## config.mk

```make
export PLATFORM = sky130hd
export DESIGN_NAME = cia_queue
export DESIGN_NICKNAME = d
export VERILOG_FILES = /design/src/hw/rtl/cia_pkg.sv /design/src/hw/rtl/cia_queue.sv
export SDC_FILE = /design/constraint.sdc
export NUM_CORES = 1
export LEC_CHECK = 0
export BUFFER_PORTS_ARGS = -buffer_cell sky130_fd_sc_hd__buf_2
export CAP_MARGIN = 20
export CORE_MARGIN = 4
export CORE_UTILIZATION = 51
export DETAILED_ROUTE_END_ITERATION = 8
export PLACE_DENSITY = 0.76
export SLEW_MARGIN = 20
export SYNTH_ARGS = -nofsm -noshare
export SYNTH_HDL_FRONTEND = slang
export SYNTH_SLANG_ARGS = --single-unit
export TNS_END_PERCENT = 50
```

## constraint.sdc

```tcl
create_clock -name clock -period 10.1 [get_ports clock]
set_input_delay 2.02 -clock clock [delete_from_list [all_inputs] [get_ports clock]]
set_output_delay 2.02 -clock clock [all_outputs]
set_load 0.02 [all_outputs]
```

## src/hw/rtl/cia_pkg.sv

```systemverilog
// Package for the checked integer ALU: item types, operation codes,
// queue entry type and width helper functions. No dependencies.
package cia_pkg;

   typedef enum logic [1:0] {
      OP_ADD = 2'd0,
      OP_SUB = 2'd1,
      OP_MUL = 2'd2,
      OP_DIV = 2'd3
   } op_type;

   localparam int QUEUE_DEPTH = 4;
   localparam int QPTR_BITS   = $clog2(QUEUE_DEPTH);

   typedef struct packed {
      logic [1:0]  mode;
      logic        is_signed;
      logic [1:0]  width_sel;
      logic [63:0] operand_a;
      logic [63:0] operand_b;
   } req_type;

   typedef struct packed {
      logic [63:0] result;
      logic        overflow;
   } rsp_type;

   typedef struct packed {
      op_type      op;
      logic        sgn;
      logic [1:0]  wsel;
      logic [63:0] a;
      logic [63:0] b;
      logic [63:0] ua;
      logic [63:0] ub;
      logic        neg;
      logic        div_zero;
      logic        div_min_m1;
   } work_type;

   function automatic logic [63:0] mask_of(input logic [1:0] wsel);
      logic [63:0] m;
      case (wsel)
         2'd0:    m = 64'h0000_0000_0000_00ff;
         2'd1:    m = 64'h0000_0000_0000_ffff;
         2'd2:    m = 64'h0000_0000_ffff_ffff;
         default: m = 64'hffff_ffff_ffff_ffff;
      endcase
      return m;
   endfunction

   function automatic logic [63:0] min_of(input logic [1:0] wsel);
      logic [63:0] m;
      case (wsel)
         2'd0:    m = 64'h0000_0000_0000_0080;
         2'd1:    m = 64'h0000_0000_0000_8000;
         2'd2:    m = 64'h0000_0000_8000_0000;
         default: m = 64'h8000_0000_0000_0000;
      endcase
      return m;
   endfunction

   function automatic logic top_of(input logic [63:0] x, input logic [1:0] wsel);
      logic t;
      case (wsel)
         2'd0:    t = x[7];
         2'd1:    t = x[15];
         2'd2:    t = x[31];
         default: t = x[63];
      endcase
      return t;
   endfunction

endpackage

```

## src/hw/rtl/cia_queue.sv

```systemverilog
// Short item queue between front and back ends. Uses cia_pkg.
module cia_queue import cia_pkg::*; (
   input  logic     clock,
   input  logic     reset,
   input  logic     push,
   input  work_type push_data,
   input  logic     pop,
   output work_type pop_data,
   output logic     full,
   output logic     empty
);

   work_type               mem_ff [QUEUE_DEPTH];
   logic [QPTR_BITS-1:0]   wptr_ff, wptr_in;
   logic [QPTR_BITS-1:0]   rptr_ff, rptr_in;
   logic [QPTR_BITS:0]     count_ff, count_in;

   assign full     = (count_ff == (QPTR_BITS+1)'(QUEUE_DEPTH));
   assign empty    = (count_ff == '0);
   assign pop_data = mem_ff[rptr_ff];

   always_comb begin
      wptr_in  = push ? wptr_ff + 1'b1 : wptr_ff;
      rptr_in  = pop ? rptr_ff + 1'b1 : rptr_ff;
      count_in = count_ff;
      if (push && !pop) begin
         count_in = count_ff + 1'b1;
      end else if (pop && !push) begin
         count_in = count_ff - 1'b1;
      end
   end

   always_ff @(posedge clock) begin
      if (reset) begin
         wptr_ff  <= '0;
         rptr_ff  <= '0;
         count_ff <= '0;
      end else begin
         wptr_ff  <= wptr_in;
         rptr_ff  <= rptr_in;
         count_ff <= count_in;
      end
   end

   always_ff @(posedge clock) begin
      if (push) begin
         mem_ff[wptr_ff] <= push_data;
      end
   end

endmodule

```

==> out/summary.txt <==
Mapped Nets: 1697
Clk sinks: 1065
Antenna-violating nets left: 0
Worst-Margin Slew: 1.12 ns
Pre-Repair DR Iteration Count: 5
Nets: 2294
Worst setup EP type: output port
Synth area leader: edfxtp_1
Sequential area share after synthesis: 82.2%
Synthesis-to-layout area growth: 17.6%
Post-CTS sizing: 0
CTS tree: done
Top Layer Used: met5
Psw: 2.28 mW
Clk_skew: 0.0320 ns
Final setup vio count: 0
Core area: 0.0749 sq mm
Final-layout fill cell count: 4997
Startpoint types: register
Synth Warn #: 0
GRT overflow: 0
Max incr delay on CP: 0.64 ns
#FFs+latches synth: 1065
Final min period: 5.63 ns
Total global-route track usage: 19.2%
Post-Syn Area: 0.0388 sq mm
Critical path class: reg2out
Power share of the combinational group: 10.4%
Metal-1 WL: 28.7 mm
Iteration-0 DRC Markers: 1279
Max Cap Viol: 0
Top-area cell type share of the netlist area: 81.7%
Cell leakage power: 15.2 nW
Layout cell share with drive strength beyond 1: 45.8%
WL met3: 7.18 mm
Initial antenna violation count: 31
Clk pwr share: 37.9%
Worst-path cell with the longest stage delay: buf_4
Setup tns final: 0 ns
DRC Markers: 0
H-tree level count: 3
Row count: 100
Top post-synthesis cells by area: edfxtp_1 82%, mux4_2 15%, buf_12 1.5%
Slew HR: 25.4%
Maximum vdd drop: 215 uV
Number of port buffers: 533
Final WL: 77.8 mm
PwrDens: 218 mW/mm^2
Crit-path cells: buf_4, buf_12, mux4_2, buf_2
Post-synthesis area per instance: 27.3 sq um
CP top delay family: buffers and inverters
Via-to-Cell Ratio: 5.60
Final period utilization: 55.7%
RePlAce Congestion: 0.770
Fmax: 0.178 GHz
Vias in the first global route: 18600
DR vias: 17400
Worst path required time: 8.08 ns
Top-level I/O count: 534
Pins Over Slew Limit: 0
Hold slack final: 0.546 ns
CP bufs+invs: 3
Hold Vio Cnt, Final: 0
RSZ-0062 raised after global routing: no
Initial Util: 51.8%
Num CTS Buffers: 104
CTS clock-pin slew for the worst setup and hold paths: 0.06 ns
Worst Path Max Fanout: 87
Switching Share: 22.9%
Die ar.: 0.0806 sq mm
Status: finished clean
Sequential Power Share: 51.7%
Clock root cell: clkbuf_16
Internal power: 7.68 mW
WP data arrival: 3.61 ns
Largest net degree at the start of global routing: 148
Post-CTS Hold Fix Bufs: 0
Worst min path class: reg2reg
Die width: 284 microns
Mapped Cells: 1423
Routed WL per cell: 25.1 microns
DP HPWL: 47.1 mm
Distinct cells, synth: 21
Vert. Die Dim: 284 microns
Post-CTS setup buffers: 0
Clk buf depth: 3
Skew-Pair Late Insertion Delay: 0.65 ns
Met2 WL: 39.4 mm
Global-route wire length before repair: 117 mm
[power groups by stage]
stage	logic, mW	registers (mW)	clock network (mW)
final	1.04	5.14	3.78
after global routing	1.10	5.16	4.08
after CTS	1.06	5.15	3.87
after detailed placement	1.05	5.24	0
after global placement	1.03	5.22	0
after floorplan	0.709	5.26	0
[area by class of cell]
type	instances	area [sq um]	share of cell area (%)
diodes	27	67.6	0.148
clock buffers	131	2750	6.01
clock inverters	60	647	1.42
inverters	4	15.0	0.0329
multi-input cells	294	6190	13.5
flip-flops and latches	1065	31900	69.9
well taps	969	1210	2.66
repair buffers	551	2890	6.33
[worst min-delay path: stages, from the launching register on]
cell and delay [ns]:
dfxtp_1 0.33, o21ai_0 0.09, a21oi_1 0.07
[final timing paths]
| check | start | endpoint | slack [ns] | depth (start not counted) |
|---|---|---|---|---|
| worst max-delay path | register | pop_data[210] | 4.47 | 4 |
| worst min register to register | count_ff[2] | count_ff[2] | 0.55 | 2 |
| worst max register to register | wptr_ff[0] | mem_ff[3][210] | 7.12 | 4 |
| worst min-delay path | count_ff[2] | count_ff[2] | 0.55 | 2 |
[cells by family after synthesis]
| kind of cell | synth area share [%] |
|---|---|
| DFF | 82.2 |
| muxes | 15.4 |
| buffers and inverters | 1.94 |
| and+or+nand+nor | 0.190 |
| adders and majority gates | 0.213 |
| xor gates and xnor gates | 0.113 |
| AOI/OAI and AO/OA | 0.0258 |
[layer usage]
layer  track usage [%]  vias to the layer above
met1              24.2                     9136
li1                  -                     7438
met4              6.74                       16
met5                 0                        -
met3              6.32                      146
met2              31.6                      643
[cells in the final DEF (no fill, tap or decap), drive strengths merged, types with 2 or more instances in the layout]
cell / n
edfxtp: 1056
buf: 551
mux4: 264
clkbuf: 131
clkinv: 45
diode: 27
bufinv: 10
dfxtp: 9
nor2: 7
inv: 6
ha: 5
and2: 4
xor2: 3
clkinvlp: 3
xnor2: 2
mux2i: 2
[flip-flops by register name, indices dropped and copies added, names as in the netlist, named ones only]
name / cells
wptr_ff: 2
count_ff: 3
mem_ff: 1056
rptr_ff: 2
[synth_stat cells, drive strengths merged]
library cell  count
edfxtp         1056
clkbuf            4
nor2              7
mux2i             2
mux4            264
nand2             1
a21oi             1
nor3b             1
dfxtp             9
xor2              3
xnor2             2
o21ai             1
buf              56
ha                5
fa                1
or3               1
inv               4
nor3              1
and2              4
[stage by stage]
step / area [sq um] / setup slack [ns] / utilization [%] / power, mW / std cells
after global placement: 42200 / 5.12 / 56.3 / 6.25 / 2883
after global routing: 45600 / 4.15 / 60.9 / 10.3 / 3086
after detailed placement: 42200 / 5.13 / 56.3 / 6.29 / 2883
final: 45700 / 4.47 / 60.9 / 9.96 / 3101
after floorplan: 38800 / 1.46 / - / 5.97 / 1423
after CTS: 45600 / 4.38 / 60.8 / 10.1 / 3074
Note: power is estimated with default switching activity, not from simulation.
