`src/hw/rtl/cia_pkg.sv`:
```
// Package for the checked integer ALU: item types, operation codes,
// queue entry type and width helper functions. No dependencies.
package cia_pkg;

   typedef enum logic [1:0] {
      OP_ADD = 2'd0,
      OP_SUB = 2'd1,
      OP_MUL = 2'd2,
      OP_DIV = 2'd3
   } op_type;

   localparam int QUEUE_DEPTH = 4;
   localparam int QPTR_BITS   = $clog2(QUEUE_DEPTH);

   typedef struct packed {
      logic [1:0]  mode;
      logic        is_signed;
      logic [1:0]  width_sel;
      logic [63:0] operand_a;
      logic [63:0] operand_b;
   } req_type;

   typedef struct packed {
      logic [63:0] result;
      logic        overflow;
   } rsp_type;

   typedef struct packed {
      op_type      op;
      logic        sgn;
      logic [1:0]  wsel;
      logic [63:0] a;
      logic [63:0] b;
      logic [63:0] ua;
      logic [63:0] ub;
      logic        neg;
      logic        div_zero;
      logic        div_min_m1;
   } work_type;

   function automatic logic [63:0] mask_of(input logic [1:0] wsel);
      logic [63:0] m;
      case (wsel)
         2'd0:    m = 64'h0000_0000_0000_00ff;
         2'd1:    m = 64'h0000_0000_0000_ffff;
         2'd2:    m = 64'h0000_0000_ffff_ffff;
         default: m = 64'hffff_ffff_ffff_ffff;
      endcase
      return m;
   endfunction

   function automatic logic [63:0] min_of(input logic [1:0] wsel);
      logic [63:0] m;
      case (wsel)
         2'd0:    m = 64'h0000_0000_0000_0080;
         2'd1:    m = 64'h0000_0000_0000_8000;
         2'd2:    m = 64'h0000_0000_8000_0000;
         default: m = 64'h8000_0000_0000_0000;
      endcase
      return m;
   endfunction

   function automatic logic top_of(input logic [63:0] x, input logic [1:0] wsel);
      logic t;
      case (wsel)
         2'd0:    t = x[7];
         2'd1:    t = x[15];
         2'd2:    t = x[31];
         default: t = x[63];
      endcase
      return t;
   endfunction

endpackage

```
`src/hw/rtl/cia_back.sv`:
```
// Back end: executes one queued item at a time. Multiply accumulates four
// 32x32 partial products; divide is restoring, one bit per cycle. Uses cia_pkg.
module cia_back import cia_pkg::*; (
   input  logic     clock,
   input  logic     reset,
   input  logic     empty,
   input  work_type head,
   output logic     pop,
   output logic     rsp_strobe,
   output rsp_type  rsp_data
);

   typedef enum logic [3:0] {
      S_IDLE = 4'b0001,
      S_MUL  = 4'b0010,
      S_DIV  = 4'b0100,
      S_FIN  = 4'b1000
   } state_type;

   state_type    state_ff, state_in;
   work_type     cur_ff, cur_in;
   logic [127:0] acc_ff, acc_in;
   logic [64:0]  rem_ff, rem_in;
   logic [63:0]  quo_ff, quo_in;
   logic [5:0]   cnt_ff, cnt_in;
   logic         strobe_ff, strobe_in;
   rsp_type      rsp_ff, rsp_in;

   logic [63:0]  pp;
   logic [31:0]  pa;
   logic [31:0]  pb;
   logic [64:0]  trial;
   logic [63:0]  mask;
   logic [63:0]  r;
   logic [63:0]  lo;
   logic [63:0]  limit;
   logic         ovf;

   assign pop        = (state_ff == S_IDLE) && !empty;
   assign rsp_strobe = strobe_ff;
   assign rsp_data   = rsp_ff;

   always_comb begin
      pa    = cnt_ff[1] ? cur_ff.ua[63:32] : cur_ff.ua[31:0];
      pb    = cnt_ff[0] ? cur_ff.ub[63:32] : cur_ff.ub[31:0];
      pp    = 64'(pa) * 64'(pb);
      trial = {rem_ff[63:0], quo_ff[63]};
      mask  = mask_of(cur_ff.wsel);
      lo    = acc_ff[63:0];
      r     = '0;
      ovf   = 1'b0;
      limit = '0;
      unique case (cur_ff.op)
         OP_ADD: begin
            r = (cur_ff.a + cur_ff.b) & mask;
            ovf = cur_ff.sgn ? top_of((cur_ff.a ^ r) & (cur_ff.b ^ r), cur_ff.wsel)
                             : (r < cur_ff.a);
         end
         OP_SUB: begin
            r = (cur_ff.a - cur_ff.b) & mask;
            ovf = cur_ff.sgn ? top_of((cur_ff.a ^ cur_ff.b) & (cur_ff.a ^ r), cur_ff.wsel)
                             : (cur_ff.a < cur_ff.b);
         end
         OP_MUL: begin
            r = (cur_ff.neg ? (~lo) + 64'd1 : lo) & mask;
            limit = min_of(cur_ff.wsel) - {63'd0, (!cur_ff.neg || lo == 64'd0)};
            if (cur_ff.sgn) begin
               ovf = (acc_ff[127:64] != 64'd0) || (lo > limit);
            end else begin
               ovf = (acc_ff[127:64] != 64'd0) || ((lo & ~mask) != 64'd0);
            end
         end
         OP_DIV: begin
            if (cur_ff.div_zero || cur_ff.div_min_m1) begin
               r = '0;
               ovf = 1'b1;
            end else begin
               r = (cur_ff.neg ? (~quo_ff) + 64'd1 : quo_ff) & mask;
            end
         end
         default: begin
            r = '0;
         end
      endcase
   end

   always_comb begin
      state_in  = state_ff;
      cur_in    = cur_ff;
      acc_in    = acc_ff;
      rem_in    = rem_ff;
      quo_in    = quo_ff;
      cnt_in    = cnt_ff;
      strobe_in = 1'b0;
      rsp_in    = rsp_ff;
      unique case (state_ff)
         S_IDLE: begin
            if (!empty) begin
               cur_in = head;
               acc_in = '0;
               rem_in = '0;
               cnt_in = '0;
               case (head.wsel)
                  2'd0:    quo_in = {head.ua[7:0], 56'd0};
                  2'd1:    quo_in = {head.ua[15:0], 48'd0};
                  2'd2:    quo_in = {head.ua[31:0], 32'd0};
                  default: quo_in = head.ua;
               endcase
               case (head.op)
                  OP_MUL: state_in = S_MUL;
                  OP_DIV: begin
                     state_in = S_DIV;
                     cnt_in = 6'((8 << head.wsel) - 1);
                  end
                  default: state_in = S_FIN;
               endcase
            end
         end
         S_MUL: begin
            case (cnt_ff[1:0])
               2'd0:    acc_in = acc_ff + {64'd0, pp};
               2'd3:    acc_in = acc_ff + {pp, 64'd0};
               default: acc_in = acc_ff + {32'd0, pp, 32'd0};
            endcase
            cnt_in = cnt_ff + 6'd1;
            if (cnt_ff[1:0] == 2'd3) begin
               state_in = S_FIN;
            end
         end
         S_DIV: begin
            if (trial >= {1'b0, cur_ff.ub}) begin
               rem_in = trial - {1'b0, cur_ff.ub};
               quo_in = {quo_ff[62:0], 1'b1};
            end else begin
               rem_in = trial;
               quo_in = {quo_ff[62:0], 1'b0};
            end
            cnt_in = cnt_ff - 6'd1;
            if (cnt_ff == 6'd0) begin
               state_in = S_FIN;
            end
         end
         S_FIN: begin
            rsp_in.result   = r;
            rsp_in.overflow = ovf;
            strobe_in       = 1'b1;
            state_in        = S_IDLE;
         end
         default: state_in = S_IDLE;
      endcase
   end

   always_ff @(posedge clock) begin
      if (reset) begin
         state_ff  <= S_IDLE;
         strobe_ff <= 1'b0;
      end else begin
         state_ff  <= state_in;
         strobe_ff <= strobe_in;
      end
   end

   always_ff @(posedge clock) begin
      cur_ff <= cur_in;
      acc_ff <= acc_in;
      rem_ff <= rem_in;
      quo_ff <= quo_in;
      cnt_ff <= cnt_in;
      rsp_ff <= rsp_in;
   end

endmodule

```
`config.mk`:
```
export PLATFORM = sky130hd
export DESIGN_NAME = cia_back
export DESIGN_NICKNAME = d
export VERILOG_FILES = /design/src/hw/rtl/cia_pkg.sv /design/src/hw/rtl/cia_back.sv
export SDC_FILE = /design/constraint.sdc
export NUM_CORES = 2
export LEC_CHECK = 0
export BUFFER_PORTS_ARGS = -buffer_cell sky130_fd_sc_hd__buf_2
export CORE_ASPECT_RATIO = 1.75
export CORE_MARGIN = 3
export CORE_UTILIZATION = 60
export DETAILED_ROUTE_END_ITERATION = 8
export GPL_TIMING_DRIVEN = 1
export PLACE_DENSITY = 0.78
export SLEW_MARGIN = 20
export SYNTH_ARGS = -nofsm -noshare
export SYNTH_HDL_FRONTEND = slang
export SYNTH_SLANG_ARGS = --single-unit
```
`constraint.sdc`:
```
create_clock -name clock -period 32.7 [get_ports clock]
set_input_delay 9.81 -clock clock [delete_from_list [all_inputs] [get_ports clock]]
set_output_delay 9.81 -clock clock [all_outputs]
set_load 0.02 [all_outputs]
```
==> flow_metrics.py <==
metrics = {
    "run_status": {
        "status": "finished clean",
    },
    "timing": {
        "max_freq_ghz": 0.0477,
        "setup_viol": 0,
        "max_slew_margin_pct": 14.7,
        "fin_tns_setup_ns": 0,
        "period_share_pct": 64.2,
        "worstMarginPinSlew_ns": 1.27,
        "finalHoldViolCount": 0,
        "finalMaxSlewViolations": 0,
        "clock_skew_ns": 0.0355,
        "rsz0062_at_grt": "no",
        "fin_crit_ns": 20.98,
    },
    "global_route": {
        "grt_pass1_wl_microns": 546000,
        "grt_max_degree": 118,
        "grt_pass1_vias": 86100,
        "grtUsageMet1_pct": 49.5,
        "top_usage_layer": "met2",
        "grt.overflow.total": 0,
        "antenna_found_initial": 42,
        "use_met2_pct": 75.3,
        "globalRouteTotalUtil_pct": 49.0,
        "gr-usage-met3_pct": 17.6,
    },
    "route": {
        "vias_per_cell": 6.74,
        "drt_wl_total_microns": 374000,
        "routedWlPerCell_microns": 30.1,
        "dr.pass1.iters": 9,
        "detail-route-antenna-nets": 0,
        "drc_errors": 0,
        "vias": 83700,
        "drt_iter0_drc": 9511,
    },
    "finish": {
        "final_area_sq_um": 95400,
        "final_nets": 12300,
        "area_growth_syn_to_layout_pct": 7.57,
        "final_layout_size_suffix_gt1_share_pct": 8.29,
    },
    "setup_path": {
        "required_ns": 22.89,
        "path_cells": "buf_2 > nand2b_1 > inv_8 > buf_2",
        "rrSetupSlack_ns": 17.50,
        "critPathMostFrequentCell": "buf_2",
        "worstPathMaxFanout": 62,
        "r2r_end": "acc_ff[118]",
        "slowest_stage": "inv_8",
        "cp-end-kind": "primary output",
        "start_kind": "primary input",
        "reg2regPathDepth": 45,
        "cp.arrival_ns": 11.17,
        "critPathKind": "primary input to primary output",
        "slowest_delay_ns": 0.51,
        "timing.rr.start": "cnt_ff[1]",
    },
    "floorplanning": {
        "die_w_microns": 297,
        "initial_utilization_pct": 60.4,
        "core_area_sq_um": 147000,
        "die_h_microns": 515,
        "io_pins": 334,
        "dieArea_sq_um": 153000,
        "rows": 186,
    },
    "logic_synthesis": {
        "synthCells": 10300,
        "syn-cell-area_sq_um": 88700,
        "ys_seq_elements": 596,
        "synth_edf_count": 591,
        "synth_cell_types": 104,
        "synth_nets": 12200,
        "ys_seq_area_share_pct": 20.1,
        "synth_xor_area_share_pct": 6.22,
        "syn_area_per_cell_sq_um": 8.64,
        "synthMuxAreaShare_pct": 1.50,
        "synth_top_family_by_area": "adder cells",
        "synth_flop_cell": "edfxtp_1",
        "synthAdderAreaFrac_pct": 31.6,
        "postSynth.asyncResetShare_pct": 0,
        "yosysWarnings": 0,
        "synth_compound_area_share_pct": 17.2,
        "yosys.area_share.simple_pct": 15.7,
    },
    "cts": {
        "clk_path_buf_depth": 3,
        "clk_latency_ns": 0.74,
        "clkTransAtPathRegs_ns": 0.06,
        "cts_buffers": 61,
        "post_cts_buffers": 0,
        "cts_resized": 0,
        "tritoncts": "yes",
        "cts-root-buf": "clkbuf_16",
        "htreeDepth": 2,
        "ctsHoldBuffers": 0,
        "cts.sinks": 596,
    },
    "flow_run": {
        "cap_violations": 0,
    },
    "worst_hold_path": {
        "hold_class": "register to register",
        "hp-start": "rem_ff[34]",
        "hold-path-cell-count": 2,
        "holdPathEnd": "rem_ff[35]",
    },
    "place": {
        "portBuffers": 333,
        "placed_cell_area_sq_um": 93000,
        "hpwl_microns": 290000,
        "gp_congestion": 1.09,
    },
}
## cell usage in the layout (no fill, tap or decap), drive strengths merged, types with 95 or more instances in the layout
cell type  count
a211oi       114
a21o         282
a21oi        638
buf          551
edfxtp       591
fa           903
ha           796
inv         1272
nand2        990
nand3        159
nand4        148
nor2        1154
nor3         127
o21ai        423
o21bai        95
xnor2        356
xor2         269
## synth_stat cells (all sizes together) (47+ instances only)
library cell / number / area [sq um]
a211oi: 114 / 861
a21boi: 47 / 353
a21o: 282 / 2120
a21oi: 638 / 3200
a221oi: 84 / 742
a22oi: 63 / 473
a31oi: 68 / 425
and2: 49 / 307
and3: 78 / 488
clkbuf: 498 / 1870
edfxtp: 591 / 17700
fa: 903 / 18100
ha: 796 / 9960
inv: 1261 / 4730
mux2i: 69 / 691
nand2: 990 / 3720
nand2b: 76 / 475
nand3: 159 / 796
nand4: 148 / 926
nor2: 1154 / 4340
nor2b: 84 / 526
nor3: 127 / 656
nor4: 58 / 378
o21a: 65 / 488
o21ai: 423 / 2120
o21bai: 95 / 713
o31ai: 84 / 649
or3: 60 / 380
xnor2: 356 / 3120
xor2: 269 / 2360
## worst max-delay path: cells and delay by family
| family | cells | cell delay, ns |
|---|---|---|
| buffers and inverters | 3 | 0.95 |
| and+or+nand+nor | 1 | 0.33 |
## final cells by class
class	count	area, sq um
Multi-Input combinational cell	7882	64700
Fill cell	12300	51400
Sequential cell	596	17800
Inverter	1267	4770
Timing Repair Buffer	552	3330
Tap cell	1974	2470
Clock buffer	66	1590
Clock inverter	47	624
Antenna cell	33	82.6
## routing by layer
layer | up-vias | routed length, microns
li1 | 35400 | -
met1 | 39900 | 114000
met2 | 5917 | 165000
met3 | 2385 | 43200
met4 | 32 | 51500
met5 | - | 242
## state kept, by name (all words and copies together), names as in the netlist
signal	count
rsp_strobe	1
quo_ff	64
rem_ff	64
state_ff	4
cnt_ff	6
cur_ff	264
rsp_data	65
acc_ff	128
## worst max path at each step
stage                from   to  cells after the start
CTS                 empty  pop                      4
floorplan           empty  pop                      2
global route        empty  pop                      4
global placement    empty  pop                      4
finish              empty  pop                      4
detailed placement  empty  pop                      4
## metrics by stage
stage               hold WS [ns]  util (%)  setup WS, ns  cells
floorplan                  0.546         -          7.69  10300
global placement           0.565      63.3         11.74  12300
detailed placement         0.578      63.3         11.73  12300
CTS                        0.605      64.8         11.73  12400
global route               0.620      65.0         11.69  12400
finish                     0.602      65.0         11.72  12400
## kinds of logic after synthesis
logic type	after synthesis
adders and majority gates	1699
buffers and inverters	1794
xor gates and xnor gates	627
AOI/OAI and AO/OA	2327
and+or+nand+nor	3111
muxes	118
DFF	596
Power is left out: the tool's default activity adds up to more than one toggle a clock period on the data nets, which glitch-free logic cannot reach.
