$ cat src/hw/rtl/cia_pkg.sv
// Package for the checked integer ALU: item types, operation codes,
// queue entry type and width helper functions. No dependencies.
package cia_pkg;

   typedef enum logic [1:0] {
      OP_ADD = 2'd0,
      OP_SUB = 2'd1,
      OP_MUL = 2'd2,
      OP_DIV = 2'd3
   } op_type;

   localparam int QUEUE_DEPTH = 4;
   localparam int QPTR_BITS   = $clog2(QUEUE_DEPTH);

   typedef struct packed {
      logic [1:0]  mode;
      logic        is_signed;
      logic [1:0]  width_sel;
      logic [63:0] operand_a;
      logic [63:0] operand_b;
   } req_type;

   typedef struct packed {
      logic [63:0] result;
      logic        overflow;
   } rsp_type;

   typedef struct packed {
      op_type      op;
      logic        sgn;
      logic [1:0]  wsel;
      logic [63:0] a;
      logic [63:0] b;
      logic [63:0] ua;
      logic [63:0] ub;
      logic        neg;
      logic        div_zero;
      logic        div_min_m1;
   } work_type;

   function automatic logic [63:0] mask_of(input logic [1:0] wsel);
      logic [63:0] m;
      case (wsel)
         2'd0:    m = 64'h0000_0000_0000_00ff;
         2'd1:    m = 64'h0000_0000_0000_ffff;
         2'd2:    m = 64'h0000_0000_ffff_ffff;
         default: m = 64'hffff_ffff_ffff_ffff;
      endcase
      return m;
   endfunction

   function automatic logic [63:0] min_of(input logic [1:0] wsel);
      logic [63:0] m;
      case (wsel)
         2'd0:    m = 64'h0000_0000_0000_0080;
         2'd1:    m = 64'h0000_0000_0000_8000;
         2'd2:    m = 64'h0000_0000_8000_0000;
         default: m = 64'h8000_0000_0000_0000;
      endcase
      return m;
   endfunction

   function automatic logic top_of(input logic [63:0] x, input logic [1:0] wsel);
      logic t;
      case (wsel)
         2'd0:    t = x[7];
         2'd1:    t = x[15];
         2'd2:    t = x[31];
         default: t = x[63];
      endcase
      return t;
   endfunction

endpackage

$ cat src/hw/rtl/cia_front.sv
// Front end: masks operands to the selected width and classifies the item
// (magnitudes, sign of result, divide special cases). Uses cia_pkg.
module cia_front import cia_pkg::*; (
   input  req_type  req_data,
   output work_type work
);

   logic [63:0] mask;
   logic [63:0] a;
   logic [63:0] b;
   logic        ta;
   logic        tb;

   always_comb begin
      mask = mask_of(req_data.width_sel);
      a    = req_data.operand_a & mask;
      b    = req_data.operand_b & mask;
      ta   = top_of(a, req_data.width_sel);
      tb   = top_of(b, req_data.width_sel);
      work.op         = op_type'(req_data.mode);
      work.sgn        = req_data.is_signed;
      work.wsel       = req_data.width_sel;
      work.a          = a;
      work.b          = b;
      work.ua         = (req_data.is_signed && ta) ? ((~a) + 64'd1) & mask : a;
      work.ub         = (req_data.is_signed && tb) ? ((~b) + 64'd1) & mask : b;
      work.neg        = req_data.is_signed && (ta ^ tb);
      work.div_zero   = (b == 64'd0);
      work.div_min_m1 = req_data.is_signed && (a == min_of(req_data.width_sel))
                        && (b == mask);
   end

endmodule

$ cat config.mk
export PLATFORM = sky130hd
export DESIGN_NAME = cia_front
export DESIGN_NICKNAME = d
export VERILOG_FILES = /design/src/hw/rtl/cia_pkg.sv /design/src/hw/rtl/cia_front.sv
export SDC_FILE = /design/constraint.sdc
export NUM_CORES = 1
export LEC_CHECK = 0
export BUFFER_PORTS_ARGS = -buffer_cell sky130_fd_sc_hd__buf_2
export CORE_AREA = 2 2 156 158
export DETAILED_ROUTE_END_ITERATION = 6
export DIE_AREA = 0 0 158 160
export GPL_TIMING_DRIVEN = 0
export PLACE_DENSITY = 0.52
export SYNTH_ARGS = -nofsm -noshare
export SYNTH_HDL_FRONTEND = slang
export SYNTH_SLANG_ARGS = --single-unit
$ cat constraint.sdc
create_clock -name vclk -period 4.9
set_clock_uncertainty 0.2 [all_clocks]
set_input_delay 0.245 -clock vclk [all_inputs]
set_output_delay 0.245 -clock vclk [all_outputs]
set_load 0.01 [all_outputs]
==> metrics.md, run 1 <==
| Metric | Value |
|---|---|
| Number of top-level pins | `397` |
| First drt pass iteration count | `5` |
| Die Ht | `160 um` |
| Per-instance average area after synthesis | `6.01 um2` |
| Cell with the largest stage delay on the worst path | `clkbuf_1` |
| Pin count of the biggest net entering global routing | `20` |
| Worst-path cell chain | `clkbuf_1, nor2_1, clkbuf_1, buf_1, nor2b_1, ha_1, mux2i_1, nand2_1, o211a_1, clkbuf_1, clkbuf_1, o41ai_1, xor2_1, nor2_1, buf_2` |
| Max-slew violation count | `0` |
| Final weighted congestion in routability-driven placement | `0.884` |
| Global-route wire length before repair | `50,000 um` |
| Number of rows in the core area | `57` |
| Die footprint | `25,300 um2` |
| Setup bufs post-CTS | `0` |
| M3 GR Usage | `0.0185` |
| Result of the run | `finished clean` |
| Finished Core Util | `0.321` |
| Type of the tightest min-delay check | `in -> out` |
| Number of unique standard cell types used by synthesis | `62` |
| Worst slew slack as a fraction of its limit | `0.0718` |
| Reg area | `0 um2` |
| Half-perimeter wire length after placement | `27,600 um` |
| Synthesis Warnings | `0` |
| Wire length reported by the detailed router | `33,900 um` |
| Share of the yosys chip area belonging to registers | `0` |
| Leading cell type in the layout, fill and taps excluded | `buf_2` |
| Number of logic stages on the critical path including buffering | `15` |
| Slew at the pin with the worst max-slew slack | `1380 ps` |
| WHS Path Cells | `2` |
| Global routing usage on met1 | `0.331` |
| Number of antenna violations at the first check in global routing | `0` |
| Number of remaining DRC errors | `0` |
| DRC marker count from the first detailed-route iteration | `606` |
| Number of nets produced by synthesis | `1,037` |
| Kind of start point of the critical path | `input pin` |
| Max cap viols | `0` |
| Startpoint-to-endpoint class of the critical path | `in -> out` |
| Global-route track usage on met2 | `0.455` |
| Top cell by count, worst path | `clkbuf_1` |
| Portion of the clock cycle consumed by the worst path in the final layout | `0.909` |
| Synth-to-Final Area Change | `41.7%` |
| Port Buffers | `368` |
| Buffer and inverter count on the worst path | `6` |
| Routed length per placed instance | `21.3 um` |
| Summed negative setup slack over all endpoints | `0 ps` |
| Final non-filler cell area | `7660 um2` |
| Netlist Area Pre-Place | `5410 um2` |
| Final count of hold timing violations | `0` |
| Final-layout clock buffer total | `0` |
| Initial core utilization | `0.227` |
| Biggest cell delay along the critical path | `590 ps` |
| Pre-CTS WS | `-637 ps` |
| Gr busiest metal | `met2` |
| CORE AREA | `23,800 um2` |
| Total placed instance area | `7650 um2` |
| Commonest cells after routing, fill and taps aside | `buf_2, nor2_1, clkbuf_1, and3_1, xnor2_1` |
| Vias in the first global route | `8,090` |
| Detail-routed via count per cell | `5.32` |
| Total congestion overflow after global routing | `0` |
| Setup WS post-layout | `444 ps` |
| Type of destination of the critical path | `output port` |
| Required time of the critical path | `4450 ps` |
| Mapped Cells | `900` |
| Achievable clock frequency | `224 MHz` |
| Net count, final | `1,405` |
| Crit path arrival time | `4010 ps` |
| Final min period | `4460 ps` |
| Num sequential | `0` |
| Count of vias placed by the detailed router | `8,458` |
| Proportion of layout cells with a drive suffix above 1 | `0.328` |
| Worst-path maximum fanout | `10` |
| Die X-Extent | `158 um` |
| Setup repair after global routing missed its margin | `false` |
| Number of nets with antenna violations after detailed routing | `0` |
| Worst path top cell family by delay | `buffers and inverters` |
| Setup violations, final | `0` |
| All-Layer GR Usage | `0.253` |
==> synth_stat cells (3+ instances only) <==
cell / n / area (um2)
nor2_1: 160 / 601
clkbuf_1: 77 / 289
and3_1: 64 / 400
xnor2_1: 61 / 534
xor2_1: 53 / 464
a21oi_1: 46 / 230
nor4_1: 46 / 288
nand2_1: 44 / 165
and2_1: 38 / 238
nor3_1: 38 / 190
o21ai_0: 30 / 150
a31oi_1: 25 / 156
o31ai_1: 24 / 180
buf_4: 23 / 173
nand4_1: 17 / 106
o41ai_1: 16 / 140
nor2b_1: 14 / 87.6
a41oi_1: 12 / 105
inv_1: 11 / 41.3
nand3_1: 10 / 50.1
o21ai_1: 10 / 50.1
or3_1: 9 / 56.3
or4_1: 8 / 60.1
o211ai_1: 5 / 37.5
ha_1: 4 / 50.1
nand3b_1: 4 / 30.0
buf_1: 3 / 11.3
nand4b_1: 3 / 26.3
nor4b_1: 3 / 26.3
or2_2: 3 / 18.8
==> area by class of cell <==
class              instances  area, um2
plain buffers            104        497
diodes                     1       2.50
multi-input cells        783       4870
inverters                 11       41.3
well taps                324        405
repair buffers           368       1840
fillers                 2806      16200
==> layer usage <==
metal  wire [um]  up-vias
met5           0        -
met4         594        0
met3        2110       44
met2       16700      444
met1       14600     3979
li1            -     3991
==> repair_timing <==
| action | CTS | global route |
|---|---|---|
| setup endpoints to repair | 64 | 39 |
| gates cloned | 0 | 0 |
| pin swaps | 0 | 0 |
| hold buffers | 0 | 0 |
| resized for setup | 1 | 2 |
==> metrics by stage <==
step                hold WS, ps  instances
global placement            475       1592
CTS                         477       1591
floorplan                   370        900
detailed placement          477       1592
global route                478       1590
finish                      476       1591
==> worst paths after layout <==
check | start | endpoint | slack (ps)
max | req_data[128] | work[128] | 440
min | req_data[128] | work[259] | 480
==> cell families (layout without fill, tap and decap cells) <==
kind of cell | after synthesis | in the layout | share of synthesized area
xor gates and xnor gates | 114 | 114 | 0.185
and+or+nand+nor | 473 | 473 | 0.456
AOI/OAI and AO/OA | 188 | 188 | 0.239
other | 0 | 1 | 0
muxes | 4 | 4 | 0.0102
buffers and inverters | 117 | 483 | 0.100
adders and majority gates | 4 | 4 | 0.00926
==> run 2, diff against run 1 <==
- CORE_AREA: 2 2 156 158 -> 2 2 154 156
- DIE_AREA: 0 0 158 160 -> 0 0 156 158
- MAX_ROUTING_LAYER: not set -> met4
- PLACE_DENSITY: 0.52 -> 0.54
- clock period: 4.9 -> 4.3 ns (I/O delays scaled with it)
==> metrics.md, run 2 (synthesis gave the netlist of run 1 again) <==
| Metric | Value |
|---|---|
| Pin count of the biggest net entering global routing | `20` |
| Final weighted congestion in routability-driven placement | `0.938` |
| Summed negative setup slack over all endpoints | `0 ps` |
| WHS Path Cells | `2` |
| Type of destination of the critical path | `output port` |
| Half-perimeter wire length after placement | `27,400 um` |
| Reg area | `0 um2` |
| Synth-to-Final Area Change | `40.9%` |
| Setup repair after global routing missed its margin | `false` |
| Number of nets with antenna violations after detailed routing | `0` |
| Setup violations, final | `0` |
| Smallest hold slack | `416 ps` |
| Number of antenna violations at the first check in global routing | `0` |
| Wire length on met2 | `15,900 um` |
| Net count, final | `1,406` |
| Required time of the critical path | `3880 ps` |
| Total Power | `0.917 mW` |
| Wire length on met1 | `14,400 um` |
| Die X-Extent | `156 um` |
| Die Ht | `158 um` |
| Final-layout clock buffer total | `0` |
| Hold path endpoint | `work[262]` |
| Peak ir drop on the vdd network | `0.0412 mV` |
| Leading cell type in the layout, fill and taps excluded | `buf_2` |
| Max cap viols | `0` |
| Top routing layer in use | `met4` |
| Setup bufs post-CTS | `0` |
| Number of remaining DRC errors | `0` |
| Slew at the pin with the worst max-slew slack | `1290 ps` |
| Setup WS post-layout | `292 ps` |
| Beginning of the worst hold path | `req_data[131]` |
| Routed length per placed instance | `21.6 um` |
| Kind of start point of the critical path | `input pin` |
| Detail-routed via count per cell | `5.51` |
| CORE AREA | `23,100 um2` |
| Crit path arrival time | `3590 ps` |
| Wire length reported by the detailed router | `33,600 um` |
| Num sequential | `0` |
| Global-route wire length before repair | `48,300 um` |
| Static leakage power | `3.63 nW` |
| Type of the tightest min-delay check | `in -> out` |
| Vias in the first global route | `7,822` |
| Port Buffers | `368` |
| Count of vias placed by the detailed router | `8,585` |
| Proportion of layout cells with a drive suffix above 1 | `0.332` |
| Power density over cell area | `120 nW/um2` |
| Commonest cells after routing, fill and taps aside | `buf_2, nor2_1, clkbuf_1, and3_1, xnor2_1` |
| Max-slew violation count | `0` |
| Pre-CTS WS | `-1050 ps` |
| Result of the run | `finished clean` |
| Final count of hold timing violations | `0` |
| Total congestion overflow after global routing | `0` |
| Initial core utilization | `0.234` |
| DRC marker count from the first detailed-route iteration | `663` |
| All-Layer GR Usage | `0.259` |
| Startpoint-to-endpoint class of the critical path | `in -> out` |
| Achievable clock frequency | `250 MHz` |
| Met3 WL | `2140 um` |
| Number of inserted diodes | `0` |
| Number of rows in the core area | `56` |
| Final min period | `4010 ps` |
| Number of top-level pins | `397` |
| First drt pass iteration count | `5` |
| Portion of the clock cycle consumed by the worst path in the final layout | `0.932` |
| Worst-path maximum fanout | `10` |
| Die footprint | `24,600 um2` |
| Worst slew slack as a fraction of its limit | `0.131` |
run 2: final cells by class:
class,instances,area (um2)
Buffer,104,504
Timing Repair Buffer,369,1850
Tap cell,290,363
Multi-Input combinational cell,783,4860
Inverter,11,41.3
Fill cell,2695,15400
run 2: how the worst max path moves through the flow:
stage	startpoint	to
CTS	req_data[128]	work[120]
global placement	req_data[129]	work[116]
finish	req_data[128]	work[0]
detailed placement	req_data[129]	work[124]
floorplan	req_data[129]	work[0]
global route	req_data[128]	work[124]
run 2: what timing repair did:
item,4_1_cts,5_1_grt
pin swaps,0,0
setup endpoints to repair,65,41
hold buffers,0,0
gates resized for setup,3,10
run 2: metrics by stage:
stage | area, um2 | utilization | instances
2_1_floorplan | 5410 | - | 900
3_3_place_gp | 7610 | 0.330 | 1558
3_5_place_dp | 7610 | 0.330 | 1559
4_1_cts | 7610 | 0.330 | 1557
5_1_grt | 7620 | 0.330 | 1557
6_report | 7620 | 0.330 | 1557
run 2: critical path: stages:
cell and delay [ps]:
clkbuf_2 210, nor2_1 210, clkbuf_1 460, buf_1 460, nor2b_1 140, ha_1 330, nand3b_1 150, or4_1 460
a211oi_1 210, nand2_1 130, nor4_1 250, o221a_2 220, buf_2 140
run 2: power breakdown:
part	switching, mW	internal, mW	total (mW)
sequential	0	0	0
clock	0	0	0
combinational	0.575	0.342	0.917
run 2: per-layer routing:
metal  global-route usage  vias up
li1                     -     3993
met1                0.330     4020
met2                0.441      490
met3               0.0162       82
met4               0.0843        0
met5                    -        -
(Power assumes the default switching activity.)
==> run 3, diff against run 2 <==
- CELL_PAD_IN_SITES_DETAIL_PLACEMENT: not set -> 0
- CELL_PAD_IN_SITES_GLOBAL_PLACEMENT: not set -> 2
- CORE_AREA: 2 2 154 156 -> not set
- CORE_MARGIN: not set -> 1
- CORE_UTILIZATION: not set -> 19
- DIE_AREA: 0 0 156 158 -> not set
- PLACE_DENSITY: 0.54 -> 0.84
==> metrics.md, run 3 (synthesis gave the netlist of run 1 again) <==
| Metric | Value |
|---|---|
| Result of the run | `finished clean` |
| Pin count of the biggest net entering global routing | `20` |
| Finished Core Util | `0.278` |
| Pre-CTS WS | `-1490 ps` |
| DRC marker count from the first detailed-route iteration | `494` |
| Total congestion overflow after global routing | `0` |
| Commonest cells after routing, fill and taps aside | `buf_2, nor2_1, clkbuf_1, and3_1, xnor2_1` |
| Beginning of the worst hold path | `req_data[132]` |
| Leading cell type in the layout, fill and taps excluded | `buf_2` |
| Number of fillers in the final layout | `3,273` |
| Count of vias placed by the detailed router | `8,542` |
| Final-layout clock buffer total | `0` |
| Reg area | `0 um2` |
| Net count, final | `1,405` |
| Port Buffers | `368` |
| Number of rows in the core area | `61` |
| Setup WS post-layout | `438 ps` |
| Achievable clock frequency | `259 MHz` |
| Slew at the pin with the worst max-slew slack | `1260 ps` |
| Initial core utilization | `0.194` |
| Placed instance count | `1,647` |
| Die Ht | `171 um` |
| Number of logic stages on the critical path including buffering | `14` |
| Worst-path maximum fanout | `10` |
| CORE AREA | `27,900 um2` |
| Cell Count, Final, Fillers Out | `1,645` |
| Biggest cell delay along the critical path | `480 ps` |
| Cell with the largest stage delay on the worst path | `clkbuf_1` |
| Detail-routed via count per cell | `5.19` |
| Routed length per placed instance | `21.4 um` |
| All-Layer GR Usage | `0.237` |
| Worst slew slack as a fraction of its limit | `0.156` |
| Setup repair after global routing missed its margin | `false` |
| Type of destination of the critical path | `output port` |
| Startpoint-to-endpoint class of the critical path | `in -> out` |
| Max cap viols | `0` |
| WHS Path Cells | `2` |
| Synth-to-Final Area Change | `43.1%` |
| Number of remaining DRC errors | `0` |
| Final min period | `3860 ps` |
| Number of antenna violations at the first check in global routing | `2` |
| Number of top-level pins | `397` |
| Static leakage power | `3.63 nW` |
| Global-route wire length before repair | `51,200 um` |
| Number of hold-repair buffers added at the cts stage | `0` |
| Setup bufs post-CTS | `0` |
| Final weighted congestion in routability-driven placement | `0.907` |
| Number of nets with antenna violations after detailed routing | `0` |
| Portion of the clock cycle consumed by the worst path in the final layout | `0.898` |
| Peak ir drop on the vdd network | `0.0433 mV` |
| Power density over cell area | `119 nW/um2` |
| Buffer and inverter count on the worst path | `6` |
| Hold path endpoint | `work[263]` |
| Worst path top cell family by delay | `buffers and inverters` |
| Die footprint | `29,100 um2` |
| Setup violations, final | `0` |
| Half-perimeter wire length after placement | `29,100 um` |
| Max-slew violation count | `0` |
| Die X-Extent | `171 um` |
| Type of the tightest min-delay check | `in -> out` |
| Proportion of layout cells with a drive suffix above 1 | `0.333` |
| Num sequential | `0` |
| Required time of the critical path | `3880 ps` |
| Wire length reported by the detailed router | `35,200 um` |
| First drt pass iteration count | `6` |
| Vias in the first global route | `8,228` |
| Crit path arrival time | `3450 ps` |
| Kind of start point of the critical path | `input pin` |
| Final count of hold timing violations | `0` |
| Total Power | `0.922 mW` |
| Worst-path cell chain | `clkbuf_2, clkbuf_1, inv_1, nor2_1, ha_1, mux2i_1, nand2_1, o211a_1, clkbuf_1, clkbuf_2, o41ai_1, xor2_1, nor2_1, buf_2` |
==> run 3: changes by cell type in the layout (fill, tap and decap cells not counted) <==
cell and change:
clkbuf_1 -1, diode_2 +1, nor4b_1 -1, nor4b_2 +1
==> run 3: per-stage QoR <==
step	TNS (ps)	cell area [um2]	hold WS, ps
6_report	0	7730	416
5_1_grt	0	7730	419
4_1_cts	0	7720	418
3_5_place_dp	-86570	7720	416
3_3_place_gp	-82250	7720	416
2_1_floorplan	0	5410	310
==> run 3: worst max-delay path by stage <==
stage,from,endpoint,slack [ps]
6_report,req_data[128],work[116],440
3_5_place_dp,req_data[129],work[128],-1490
3_3_place_gp,req_data[129],work[128],-1450
2_1_floorplan,req_data[129],work[0],980
4_1_cts,req_data[129],work[0],50
5_1_grt,req_data[129],work[128],60
==> run 3: metal layers <==
metal  global-route usage  vias up  share of wire
li1                     -     3978              -
met1                0.296     4061           0.43
met2                0.411      452           0.48
met3               0.0217       51          0.065
met4               0.0501        0          0.020
met5                    -        -              0
==> run 3: power breakdown <==
group | switching (mW) | internal, mW | total, mW
clock network | 0 | 0.0000000311 | 0.0000000311
logic | 0.580 | 0.342 | 0.922
registers | 0 | 0 | 0
total | 0.580 | 0.342 | 0.922
==> run 3: area by class of cell <==
| class | count | area, um2 | share of cell area |
|---|---|---|---|
| multi-input cells | 783 | 4870 | 0.630 |
| repair buffers | 369 | 1850 | 0.239 |
| plain buffers | 103 | 500 | 0.0647 |
| well taps | 378 | 473 | 0.0612 |
| inverters | 11 | 41.3 | 0.00534 |
| diodes | 1 | 2.50 | 0.000324 |
==> run 3: what timing repair did <==
item	CTS	global route
endpoints found under the hold margin	0	0
gates resized for setup	5	6
gates cloned	0	0
setup endpoints to repair	75	47
